==> src/rtl/ffba_pkg.sv <==
`timescale 1ns / 1ps

package ffba_pkg;

	// Fixed widths of the beat fields
	parameter int STATUS_W = 2;
	parameter int INDEX_W  = 4;
	parameter int FIELD_W  = 16;

	// Item kinds
	typedef enum logic {
		OP_LOAD  = 1'b0,
		OP_ALLOC = 1'b1
	} op_t;

	// Result status codes
	typedef enum logic [STATUS_W-1:0] {
		ST_ALLOCATED     = 2'd0,
		ST_NOT_ALLOCATED = 2'd1,
		ST_LOADED        = 2'd2,
		ST_FULL          = 2'd3
	} status_t;

	// Controller states
	typedef enum logic {
		S_IDLE = 1'b0,
		S_SCAN = 1'b1
	} state_t;

	// Control half of the search token that walks the cell row
	typedef struct packed {
		logic valid;
		logic found;
	} tok_ctl_t;

endpackage

==> src/rtl/ffba_if.sv <==
`timescale 1ns / 1ps

// Request channel: one beat is a load or an allocation request
interface ffba_req_if;
	logic                         valid;
	logic                         ready;
	logic                         op;
	logic [ffba_pkg::FIELD_W-1:0] size_value;

	modport source (output valid, output op, output size_value, input ready);
	modport sink   (input valid, input op, input size_value, output ready);
endinterface

// Result channel: one beat per accepted request beat
interface ffba_res_if;
	logic                          valid;
	logic                          ready;
	logic [ffba_pkg::STATUS_W-1:0] status;
	logic [ffba_pkg::INDEX_W-1:0]  part_index;
	logic [ffba_pkg::FIELD_W-1:0]  part_size;
	logic [ffba_pkg::FIELD_W-1:0]  leftover;

	modport source (output valid, output status, output part_index, output part_size,
		output leftover, input ready);
	modport sink   (input valid, input status, input part_index, input part_size,
		input leftover, output ready);
endinterface

==> src/rtl/ffba_cell.sv <==
`timescale 1ns / 1ps

// One partition slot. Holds size and free flag, and passes the search
// token to the next slot every cycle. The first free slot that fits
// claims the token and stamps its index, size and leftover into it.
module ffba_cell #(
	parameter int SIZE_BITS = 16,
	parameter int IDX_W     = 4,
	parameter int CELL_IDX  = 0
) (
	input  logic                 clk,
	input  logic                 arst_n,
	// load write, broadcast to all cells
	input  logic                 load_we,
	input  logic [IDX_W-1:0]     load_idx,
	input  logic [SIZE_BITS-1:0] load_size,
	// token from the previous cell
	input  ffba_pkg::tok_ctl_t   in_ctl,
	input  logic [SIZE_BITS-1:0] in_req,
	input  logic [IDX_W-1:0]     in_idx,
	input  logic [SIZE_BITS-1:0] in_size,
	input  logic [SIZE_BITS-1:0] in_left,
	// token to the next cell
	output ffba_pkg::tok_ctl_t   out_ctl,
	output logic [SIZE_BITS-1:0] out_req,
	output logic [IDX_W-1:0]     out_idx,
	output logic [SIZE_BITS-1:0] out_size,
	output logic [SIZE_BITS-1:0] out_left
);

	localparam logic [IDX_W-1:0] MY_IDX = IDX_W'(CELL_IDX);

	logic [SIZE_BITS-1:0] size_q;
	logic                 free_q;
	ffba_pkg::tok_ctl_t   ctl_q;
	logic [SIZE_BITS-1:0] req_q;
	logic [IDX_W-1:0]     idx_q;
	logic [SIZE_BITS-1:0] psize_q;
	logic [SIZE_BITS-1:0] left_q;

	logic load_hit;
	logic hit;

	assign load_hit = load_we && (load_idx == MY_IDX);
	assign hit      = in_ctl.valid && !in_ctl.found && free_q && (size_q >= in_req);

	// slot contents; size needs no reset, only loaded slots are ever free
	always_ff @(posedge clk) begin
		if (load_hit) begin
			size_q <= load_size;
		end
	end

	always_ff @(posedge clk or negedge arst_n) begin
		if (!arst_n) begin
			free_q <= 1'b0;
		end else if (load_hit) begin
			free_q <= 1'b1;
		end else if (hit) begin
			free_q <= 1'b0;
		end
	end

	// token control
	always_ff @(posedge clk or negedge arst_n) begin
		if (!arst_n) begin
			ctl_q <= '0;
		end else begin
			ctl_q.valid <= in_ctl.valid;
			ctl_q.found <= in_ctl.found || hit;
		end
	end

	// token payload, stamped on a claim
	always_ff @(posedge clk) begin
		req_q <= in_req;
		if (hit) begin
			idx_q   <= MY_IDX;
			psize_q <= size_q;
			left_q  <= size_q - in_req;
		end else begin
			idx_q   <= in_idx;
			psize_q <= in_size;
			left_q  <= in_left;
		end
	end

	assign out_ctl  = ctl_q;
	assign out_req  = req_q;
	assign out_idx  = idx_q;
	assign out_size = psize_q;
	assign out_left = left_q;

endmodule

==> src/rtl/first_fit_block_allocator_top.sv <==
`timescale 1ns / 1ps

// First-fit fixed-partition allocator. A load beat appends one partition
// size to the table (status loaded, or table full once PARTITIONS are
// loaded); its result is valid in the cycle after acceptance. A request beat
// sends a search token down a row of PARTITIONS slot cells, one cell per
// cycle; the lowest free slot whose size fits claims it, and the result
// leaves the end of the row into the result register. One item is in
// work at a time; the next beat is taken only once the result register
// is empty or its waiting result is being taken. Partitions are never
// released; only reset empties the table.
module first_fit_block_allocator_top #(
	parameter int PARTITIONS = 16,
	parameter int SIZE_BITS  = 16
) (
	input logic      clk,
	input logic      arst_n,
	ffba_req_if.sink   req,
	ffba_res_if.source res
);

	localparam int IDX_W = (PARTITIONS > 1) ? $clog2(PARTITIONS) : 1;
	localparam int CNT_W = $clog2(PARTITIONS + 1);
	localparam logic [CNT_W-1:0] CNT_FULL = CNT_W'(PARTITIONS);

	ffba_pkg::state_t state_q, state_d;
	logic [CNT_W-1:0] count_q;

	logic                          res_valid_q;
	logic [ffba_pkg::STATUS_W-1:0] res_status_q;
	logic [ffba_pkg::INDEX_W-1:0]  res_index_q;
	logic [ffba_pkg::FIELD_W-1:0]  res_size_q;
	logic [ffba_pkg::FIELD_W-1:0]  res_left_q;

	logic                 accept;
	logic                 is_load;
	logic                 is_alloc;
	logic                 full;
	logic                 load_we;
	logic [SIZE_BITS-1:0] req_size;

	// token chain, position 0 is the entry, position PARTITIONS the exit
	ffba_pkg::tok_ctl_t   ch_ctl  [0:PARTITIONS];
	logic [SIZE_BITS-1:0] ch_req  [0:PARTITIONS];
	logic [IDX_W-1:0]     ch_idx  [0:PARTITIONS];
	logic [SIZE_BITS-1:0] ch_size [0:PARTITIONS];
	logic [SIZE_BITS-1:0] ch_left [0:PARTITIONS];

	// handshake and decode
	assign req.ready = (state_q == ffba_pkg::S_IDLE) && (!res_valid_q || res.ready);
	assign accept    = req.valid && req.ready;
	assign is_load   = accept && (req.op == ffba_pkg::OP_LOAD);
	assign is_alloc  = accept && (req.op == ffba_pkg::OP_ALLOC);
	assign full      = (count_q == CNT_FULL);
	assign load_we   = is_load && !full;
	assign req_size  = SIZE_BITS'(req.size_value);

	// token entry
	assign ch_ctl[0].valid = is_alloc;
	assign ch_ctl[0].found = 1'b0;
	assign ch_req[0]       = req_size;
	assign ch_idx[0]       = '0;
	assign ch_size[0]      = '0;
	assign ch_left[0]      = '0;

	// row of slot cells
	for (genvar i = 0; i < PARTITIONS; i++) begin : g_cell
		ffba_cell #(
			.SIZE_BITS(SIZE_BITS),
			.IDX_W    (IDX_W),
			.CELL_IDX (i)
		) u_cell (
			.clk      (clk),
			.arst_n   (arst_n),
			.load_we  (load_we),
			.load_idx (count_q[IDX_W-1:0]),
			.load_size(req_size),
			.in_ctl   (ch_ctl[i]),
			.in_req   (ch_req[i]),
			.in_idx   (ch_idx[i]),
			.in_size  (ch_size[i]),
			.in_left  (ch_left[i]),
			.out_ctl  (ch_ctl[i+1]),
			.out_req  (ch_req[i+1]),
			.out_idx  (ch_idx[i+1]),
			.out_size (ch_size[i+1]),
			.out_left (ch_left[i+1])
		);
	end

	// state register
	always_ff @(posedge clk or negedge arst_n) begin
		if (!arst_n) begin
			state_q <= ffba_pkg::S_IDLE;
		end else begin
			state_q <= state_d;
		end
	end

	// next state
	always_comb begin
		state_d = state_q;
		unique case (state_q)
			ffba_pkg::S_IDLE: begin
				if (is_alloc) begin
					state_d = ffba_pkg::S_SCAN;
				end
			end
			ffba_pkg::S_SCAN: begin
				if (ch_ctl[PARTITIONS].valid) begin
					state_d = ffba_pkg::S_IDLE;
				end
			end
			default: state_d = ffba_pkg::S_IDLE;
		endcase
	end

	// loaded partition count
	always_ff @(posedge clk or negedge arst_n) begin
		if (!arst_n) begin
			count_q <= '0;
		end else if (load_we) begin
			count_q <= count_q + CNT_W'(1);
		end
	end

	// result beat valid
	always_ff @(posedge clk or negedge arst_n) begin
		if (!arst_n) begin
			res_valid_q <= 1'b0;
		end else if (is_load || ch_ctl[PARTITIONS].valid) begin
			res_valid_q <= 1'b1;
		end else if (res.ready) begin
			res_valid_q <= 1'b0;
		end
	end

	// result beat payload
	always_ff @(posedge clk) begin
		if (is_load) begin
			if (full) begin
				res_status_q <= ffba_pkg::ST_FULL;
				res_index_q  <= '0;
				res_size_q   <= '0;
			end else begin
				res_status_q <= ffba_pkg::ST_LOADED;
				res_index_q  <= ffba_pkg::INDEX_W'(count_q[IDX_W-1:0]);
				res_size_q   <= ffba_pkg::FIELD_W'(req_size);
			end
			res_left_q <= '0;
		end else if (ch_ctl[PARTITIONS].valid) begin
			if (ch_ctl[PARTITIONS].found) begin
				res_status_q <= ffba_pkg::ST_ALLOCATED;
				res_index_q  <= ffba_pkg::INDEX_W'(ch_idx[PARTITIONS]);
				res_size_q   <= ffba_pkg::FIELD_W'(ch_size[PARTITIONS]);
				res_left_q   <= ffba_pkg::FIELD_W'(ch_left[PARTITIONS]);
			end else begin
				res_status_q <= ffba_pkg::ST_NOT_ALLOCATED;
				res_index_q  <= '0;
				res_size_q   <= '0;
				res_left_q   <= '0;
			end
		end
	end

	assign res.valid      = res_valid_q;
	assign res.status     = res_status_q;
	assign res.part_index = res_index_q;
	assign res.part_size  = res_size_q;
	assign res.leftover   = res_left_q;

endmodule

==> src/flat_wrapper.sv <==
// flat-port wrapper written by rule: the top's interface ports become plain ports
module first_fit_block_allocator_top_flat 
#(
	parameter int PARTITIONS = 16,
	parameter int SIZE_BITS  = 16
)
  (clk, arst_n, req_valid, req_op, req_size_value, req_ready, res_valid, res_status, res_part_index, res_part_size, res_leftover, res_ready);
  ffba_req_if req_i ();
  ffba_res_if res_i ();
  input logic clk;
  input logic arst_n;
  input wire logic [$bits(req_i.valid)-1:0] req_valid;
  input wire logic [$bits(req_i.op)-1:0] req_op;
  input wire logic [$bits(req_i.size_value)-1:0] req_size_value;
  output wire logic [$bits(req_i.ready)-1:0] req_ready;
  output wire logic [$bits(res_i.valid)-1:0] res_valid;
  output wire logic [$bits(res_i.status)-1:0] res_status;
  output wire logic [$bits(res_i.part_index)-1:0] res_part_index;
  output wire logic [$bits(res_i.part_size)-1:0] res_part_size;
  output wire logic [$bits(res_i.leftover)-1:0] res_leftover;
  input wire logic [$bits(res_i.ready)-1:0] res_ready;
  assign req_i.valid = req_valid;
  assign req_i.op = req_op;
  assign req_i.size_value = req_size_value;
  assign req_ready = req_i.ready;
  assign res_valid = res_i.valid;
  assign res_status = res_i.status;
  assign res_part_index = res_i.part_index;
  assign res_part_size = res_i.part_size;
  assign res_leftover = res_i.leftover;
  assign res_i.ready = res_ready;
  first_fit_block_allocator_top #(.PARTITIONS(PARTITIONS), .SIZE_BITS(SIZE_BITS)) u_core (.clk(clk), .arst_n(arst_n), .req(req_i), .res(res_i));
endmodule
==> config.mk <==
export PLATFORM = sky130hd
export DESIGN_NAME = first_fit_block_allocator_top_flat
export DESIGN_NICKNAME = d
export VERILOG_FILES = /design/src/rtl/ffba_pkg.sv /design/src/rtl/ffba_if.sv /design/src/rtl/ffba_cell.sv /design/src/rtl/first_fit_block_allocator_top.sv /design/src/flat_wrapper.sv
export SDC_FILE = /design/constraint.sdc
export NUM_CORES = 2
export LEC_CHECK = 0
export BUFFER_PORTS_ARGS = -buffer_cell sky130_fd_sc_hd__buf_2
export CAP_MARGIN = 10
export CORE_UTILIZATION = 25
export CTS_CLUSTER_SIZE = 30
export DETAILED_ROUTE_END_ITERATION = 8
export GPL_ROUTABILITY_DRIVEN = 0
export HOLD_SLACK_MARGIN = 0.05
export PLACE_DENSITY_LB_ADDON = 0.25
export REMOVE_ABC_BUFFERS = 1
export SLEW_MARGIN = 20
export SYNTH_ARGS = -nofsm -noshare
export SYNTH_HDL_FRONTEND = slang
export SYNTH_SLANG_ARGS = --single-unit
export TNS_END_PERCENT = 1
==> constraint.sdc <==
create_clock -name clk -period 2.6 [get_ports clk]
set_input_delay 0.13 -clock clk [delete_from_list [all_inputs] [get_ports clk]]
set_output_delay 0.13 -clock clk [all_outputs]
set_load 0.02 [all_outputs]
Word level (Yosys, flattened, before mapping)
Cells that the tools add are included.
{"block": "word_totals", "output_inout_bits": 40, "reg_bits": 1161, "wordCells": 386, "input_bits": 21}
{"block": "op_classes", "n_addsub": 17, "eq_ne": 16, "n_mux": 81, "n_reduce_logical": 121, "bitwise": 2, "magnitude_cmp": 16}
{"op": "$mux 16", "n": 35}
{"op": "$ge 16x16->1", "n": 16}
{"op": "$sub 16x16->16", "n": 16}
{"op": "$logic_and 1x1->1", "n": 68}
{"op": "$mux 1", "n": 39}
{"op": "$reduce_bool 2->1", "n": 18}
{"op": "$eq 4x4->1 const B", "n": 8}
{"op": "$logic_not 1->1", "n": 17}
{"op": "$logic_or 1x1->1", "n": 17}
{"op": "$eq 4x3->1 const B", "n": 4}
{"op": "$mux 4", "n": 4}
{"op": "$eq 4x2->1 const B", "n": 2}
{"op": "$add 5x1->5 const B", "n": 1}
{"op": "$eq 5x5->1 const B", "n": 1}
{"op": "$eq 4x1->1 const B", "n": 1}
{"op": "$logic_not 4->1", "n": 1}
{"op": "$mux 2", "n": 2}
{"op": "$not 1->1", "n": 2}
{"op": "$pmux 1 s2", "n": 1}

Depth between registers and ports, before layout
{"block": "logic_depth", "word_depth": 9, "depth_mapped": 13, "ltp_nobuf": 12}

Hierarchy
From an unflattened synthesis, not the netlist that was laid out.
{"block": "hier_totals", "hier_cells": 4257, "hier_area_um2": 49902.9}
{"module": "ffba_cell (u_core.g_cell[3].u_cell ...)", "instances": 4, "area_per_inst_um2": 2961.6, "seq_area_each_um2": 1596.5, "cells_each": 254}
{"module": "ffba_cell (u_core.g_cell[1].u_cell ...)", "instances": 3, "area_per_inst_um2": 2936.6, "seq_area_each_um2": 1596.5, "cells_each": 254}
{"module": "ffba_cell (u_core.g_cell[13].u_cell ...)", "instances": 2, "area_per_inst_um2": 3009.1, "seq_area_each_um2": 1596.5, "cells_each": 253}
{"module": "ffba_cell (u_core.g_cell[8].u_cell)", "instances": 1, "area_per_inst_um2": 3106.7, "seq_area_each_um2": 1596.5, "cells_each": 255}
{"module": "ffba_cell (u_core.g_cell[10].u_cell)", "instances": 1, "area_per_inst_um2": 3101.7, "seq_area_each_um2": 1596.5, "cells_each": 259}
{"module": "ffba_cell (u_core.g_cell[0].u_cell)", "instances": 1, "area_per_inst_um2": 3044.2, "seq_area_each_um2": 1596.5, "cells_each": 259}
{"module": "ffba_cell (u_core.g_cell[15].u_cell)", "instances": 1, "area_per_inst_um2": 3025.4, "seq_area_each_um2": 1596.5, "cells_each": 263}
{"module": "ffba_cell (u_core.g_cell[11].u_cell)", "instances": 1, "area_per_inst_um2": 3012.9, "seq_area_each_um2": 1596.5, "cells_each": 253}
{"module": "ffba_cell (u_core.g_cell[12].u_cell)", "instances": 1, "area_per_inst_um2": 3002.9, "seq_area_each_um2": 1596.5, "cells_each": 253}
{"module": "ffba_cell (u_core.g_cell[4].u_cell)", "instances": 1, "area_per_inst_um2": 2932.8, "seq_area_each_um2": 1596.5, "cells_each": 254}
{"module": "first_fit_block_allocator_top", "instances": 1, "area_per_inst_um2": 2001.9, "seq_area_each_um2": 1156.1, "cells_each": 177}

Worst setup path after synthesis
OpenSTA, ideal clock, no wires.
{"block": "synth_timing", "path_type": "flip-flop to flip-flop", "from": "reg u_core.g_cell[10].u_cell.size_q[0]", "to": "reg u_core.g_cell[10].u_cell.psize_q[10]", "stages_incl_launch_ff": 14, "path_buffers": 2, "arrival_time_ps": 2729, "required_ps": 2479, "setup_time_ps": 121, "slack_ps": -249, "synth_period_minus_slack_ps": 2849, "cell_sequence": "edfxtp_1 -> inv_1 -> ha_1 -> fa_1 -> nand2b_1 -> a21boi_0 -> o21ai_1 -> a21oi_1 -> o21ai_1 -> a31oi_1 -> o21a_1 -> buf_2 -> buf_2 -> mux2_2"}
{"block": "synth_via", "elab_chain_len": 3}
{"item": "start: declaration", "line": "ffba_cell.sv:33", "text": "logic [SIZE_BITS-1:0] size_q;"}
{"item": "start signal: assignment", "line": "ffba_cell.sv:50", "text": "size_q <= load_size;"}
{"item": "$ge 16x16->1", "line": "ffba_cell.sv:45", "text": "assign hit = in_ctl.valid && !in_ctl.found && free_q && (size_q >= in_req);"}
{"item": "$logic_and 1x1->1", "line": "ffba_cell.sv:45"}
{"item": "$mux 16", "line": "ffba_cell.sv:77", "text": "if (hit) begin"}
{"item": "end signal: assignment", "line": "ffba_cell.sv:79", "text": "psize_q <= size_q;"}
{"item": "end signal: assignment", "line": "ffba_cell.sv:83", "text": "psize_q <= in_size;"}
{"item": "end: declaration", "line": "ffba_cell.sv:38", "text": "logic [SIZE_BITS-1:0] psize_q;"}
No other way between the ends.
A chain may end at the register's enable or synchronous reset.

Worst setup path after layout
{"block": "layout_timing", "from": "reg u_core.g_cell[14].u_cell.size_q[0]", "to": "reg u_core.g_cell[14].u_cell.left_q[4]"}
{"block": "layout_via", "elab_chain_len": 3, "elab_cells_between_ends": 4, "classes_between": "add/sub (1); order compare (1); mux (1); reduce/logical (1)"}
{"item": "start: declaration", "line": "ffba_cell.sv:33"}
{"item": "start signal: assignment", "line": "ffba_cell.sv:50"}
{"item": "$ge 16x16->1", "line": "ffba_cell.sv:45"}
{"item": "$logic_and 1x1->1", "line": "ffba_cell.sv:45"}
{"item": "$mux 16 (*)", "line": "ffba_cell.sv:77"}
{"item": "end signal: assignment", "line": "ffba_cell.sv:80", "text": "left_q <= size_q - in_req;"}
{"item": "end signal: assignment", "line": "ffba_cell.sv:84", "text": "left_q <= in_left;"}
{"item": "end: declaration", "line": "ffba_cell.sv:39", "text": "logic [SIZE_BITS-1:0] left_q;"}
Every way passes the cells marked *; elsewhere a longest branch is shown, timed or not.

==> results.json <==
{
  "wl_met3_um": 2701,
  "grt_pass1_vias": 31190,
  "nets": 4889,
  "ys_top_cells_by_count": "dfxtp_1 (817), inv_1 (331), edfxtp_1 (278), ha_1 (260), mux2_2 (253)",
  "synthXorXnorAreaFrac": 0.03515,
  "switching_share": 0.2404,
  "relSlewSlack": 0.3696,
  "seqPwrFrac": 0.482,
  "synth.area.top_cells": "dfxtp_1 (36%), edfxtp_1 (18%), ha_1 (7.1%)",
  "rsz0062_at_grt": "yes",
  "drtIter0Drc": 1035,
  "timing.final.crit_share": 1.170,
  "async_flop_share": 0.04783,
  "hpwl_um": 82650,
  "initial_utilization": 0.2526,
  "die_y_um": 430.3,
  "vias": 29430,
  "synth_ff_type": "dfxtp_1",
  "cts-root-buf": "clkbuf_16",
  "violations": "negative setup slack",
  "peakVddDrop_v": 0.0005496,
  "status": "complete, but fails checks",
  "cts_buffers": 115,
  "hold_violations": 0,
  "setup_viol": 269,
  "place_area_um2": 52980,
  "synth_cells": 3949,
  "vias_per_cell": 4.168,
  "whs_ns": 0.1114,
  "yosys.area_share.simple": 0.08573,
  "yosysSeqAreaShare": 0.5688,
  "clk_latency_ns": 0.71,
  "comb_power_share": 0.126,
  "synth.most_common_cell": "dfxtp_1",
  "crit_required_ns": 3.19,
  "grt_antenna_before_repair": 2,
  "finalInstanceArea_um2": 58540,
  "start_kind": "register",
  "p_leak_nw": 25.44,
  "ys_types": 75,
  "die_x_um": 430.3,
  "path_class": "reg -> reg",
  "place_inst": 6813,
  "tightestPinTransition_ns": 0.9456,
  "ios": 61,
  "end_kind": "register",
  "finalMaxSlewViolations": 0,
  "crit_fanout": 6,
  "wire_per_inst_um": 15.31,
  "wl_met1_um": 48680,
  "wl_met2_um": 52610,
  "routed_wl_um": 108100,
  "finalWorstSetupSlack_ns": -0.4431,
  "cts_tree": "built",
  "clk_pin_slew_ns": 0.06,
  "synth_compound_area_frac": 0.1115,
  "p_int_mw": 33.45,
  "pwr_density_cell_nw_per_um2": 752.1,
  "antenna_left": 0,
  "synth_edf_count": 278,
  "preCtsSetupSlack_ns": -0.6118,
  "drive_gt1_frac": 0.2805,
  "grt_max_degree": 47,
  "synth_warnings": 0,
  "synth_top_area_share": 0.3567,
  "post-route-min-period_ns": 3.043,
  "area_growth_pct": 27.67,
  "final.setup_skew_ns": 0.02420,
  "min_path_type": "in -> async",
  "track_usage": 0.1147,
  "crit_arrival_ns": 3.63,
  "overflow": 0,
  "first_pass_iters": 4,
  "syn_area_per_cell_um2": 11.61,
  "clkPwrFrac": 0.392,
  "grt_pass1_wl_um": 168800,
  "synth_top_cell_by_area": "dfxtp_1",
  "ys_seq_elements": 1150,
  "cts.sinks": 1150,
  "power_mw": 44.03,
  "dieArea_um2": 185100,
  "clock_path_buffers": 3,
  "h-tree-depth": 3,
  "synth_top_family_by_area": "compound AO/OA/AOI/OAI gates",
  "row_count": 156,
  "maxCapViolations": 0,
  "highest_layer": "met4",
  "p_switching_mw": 10.58,
  "fin_cells": 7061,
  "core_um2": 181500,
  "muxShareOfSynthArea": 0.08290,
  "place.port_buffers": 60,
  "synth_area_um2": 45850,
  "fmax_ghz": 0.3286,
  "post-route-drc-count": 0,
  "synthAdderAreaFrac": 0.07793
}
## state kept, by name, indices dropped and copies added (netlist names)
signal,count
u_core.count_q,5
u_core.g_cell.u_cell.out_left,256
u_core.res.valid,1
u_core.g_cell.u_cell.size_q,256
u_core.res.status,2
u_core.res.leftover,16
u_core.g_cell.u_cell.out_ctl,32
u_core.g_cell.u_cell.out_req,240
u_core.res.part_size,16
u_core.res.part_index,4
u_core.g_cell.u_cell.out_idx,49
u_core.g_cell.u_cell.out_size,256
u_core.g_cell.u_cell.free_q,16
u_core.state_q,1
## through the flow
stage / utilization / setup TNS [ns]
CTS: 0.3192 / -67.56
detailed placement: 0.2918 / -202.85
global placement: 0.2918 / -197.30
floorplan: - / -374.09
global route: 0.3225 / -92.78
finish: 0.3225 / -46.10
## routing by layer
layer  vias to the layer above  track usage
met2                       380       0.2036
met5                         -            0
met3                       251      0.01851
met4                         0      0.04206
li1                      15110            -
met1                     13700       0.1386
## final cells by class
| class | instances | area (um^2) |
|---|---|---|
| fillers | 18280 | 123000 |
| repair buffers | 622 | 5105 |
| diodes | 3 | 7.507 |
| multi-input cells | 2371 | 19150 |
| inverters | 332 | 1246 |
| clock buffers | 168 | 3423 |
| clock inverters | 45 | 560.5 |
| well taps | 2370 | 2965 |
| flip-flops and latches | 1150 | 26080 |
## worst paths after layout
kind,from,end,slack [ns],cells after the start
max,u_core.g_cell[14].u_cell.size_q[0],u_core.g_cell[14].u_cell.out_left[4],-0.44,12
min,arst_n,u_core.state_q,0.11,2
max reg2reg,u_core.g_cell[14].u_cell.size_q[0],u_core.g_cell[14].u_cell.out_left[4],-0.44,12
min reg2reg,u_core.g_cell[11].u_cell.out_req[11],u_core.g_cell[12].u_cell.out_req[11],0.35,0
max in group asynchronous,arst_n,u_core.g_cell[12].u_cell.out_ctl[1],1.77,3
min in group clk,req_valid,u_core.g_cell[0].u_cell.out_ctl[1],0.12,3
## cells in the final DEF (no fill, tap or decap), drive strengths merged, types with 20 or more instances in the layout
cell	instances
dlygate4sd3	20
xnor2	100
o21ai	247
a22o	34
clkinv	24
and2	51
dfxtp	817
nor3	61
or3	24
nand2	250
o31ai	33
nand3	36
inv	335
edfxtp	278
dfrtp	55
clkbuf	171
buf	599
mux2	306
nand2b	73
a21oi	175
nor2	151
a21o	83
nor2b	47
xor2	84
and3	26
o21a	48
a31oi	32
ha	260
nand4	35
o211ai	21
a211oi	22
## critical path: stages (launching register included)
cell	delay (ns)
edfxtp_1	0.38
inv_1	0.09
ha_2	0.19
fa_2	0.20
nor2b_1	0.07
o31a_1	0.31
o311a_4	0.35
o2111ai_4	0.22
a21boi_2	0.09
o2111a_2	0.30
nor2_8	0.21
clkbuf_16	0.21
mux2_4	0.30
## timing repair
item,4_1_cts,5_1_grt
setup endpoints to repair,585,615
hold buffers,20,0
gates resized for setup,172,135
setup buffers,3,4
gates cloned,2,3
pin swaps,35,31
hold endpoints to repair,312,0
## power by group through the flow
stage | sequential [mW] | combinational [mW] | clock (mW)
after floorplan | 21.3 | 3.29 | 0
after global placement | 21.6 | 5.22 | 0
after detailed placement | 21.6 | 5.29 | 0
after CTS | 21.2 | 5.50 | 17.8
after global routing | 21.4 | 6.17 | 18.5
final | 21.2 | 5.56 | 17.3
## logic make-up after synthesis
group | Yosys count
flip-flops | 1150
AND/OR/NAND/NOR | 795
AO/OA/AOI/OAI | 794
buffers and inverters | 428
multiplexers | 322
adder cells (fa/ha/maj) | 276
XOR/XNOR | 184
Power figures use the tool's default switching activity.
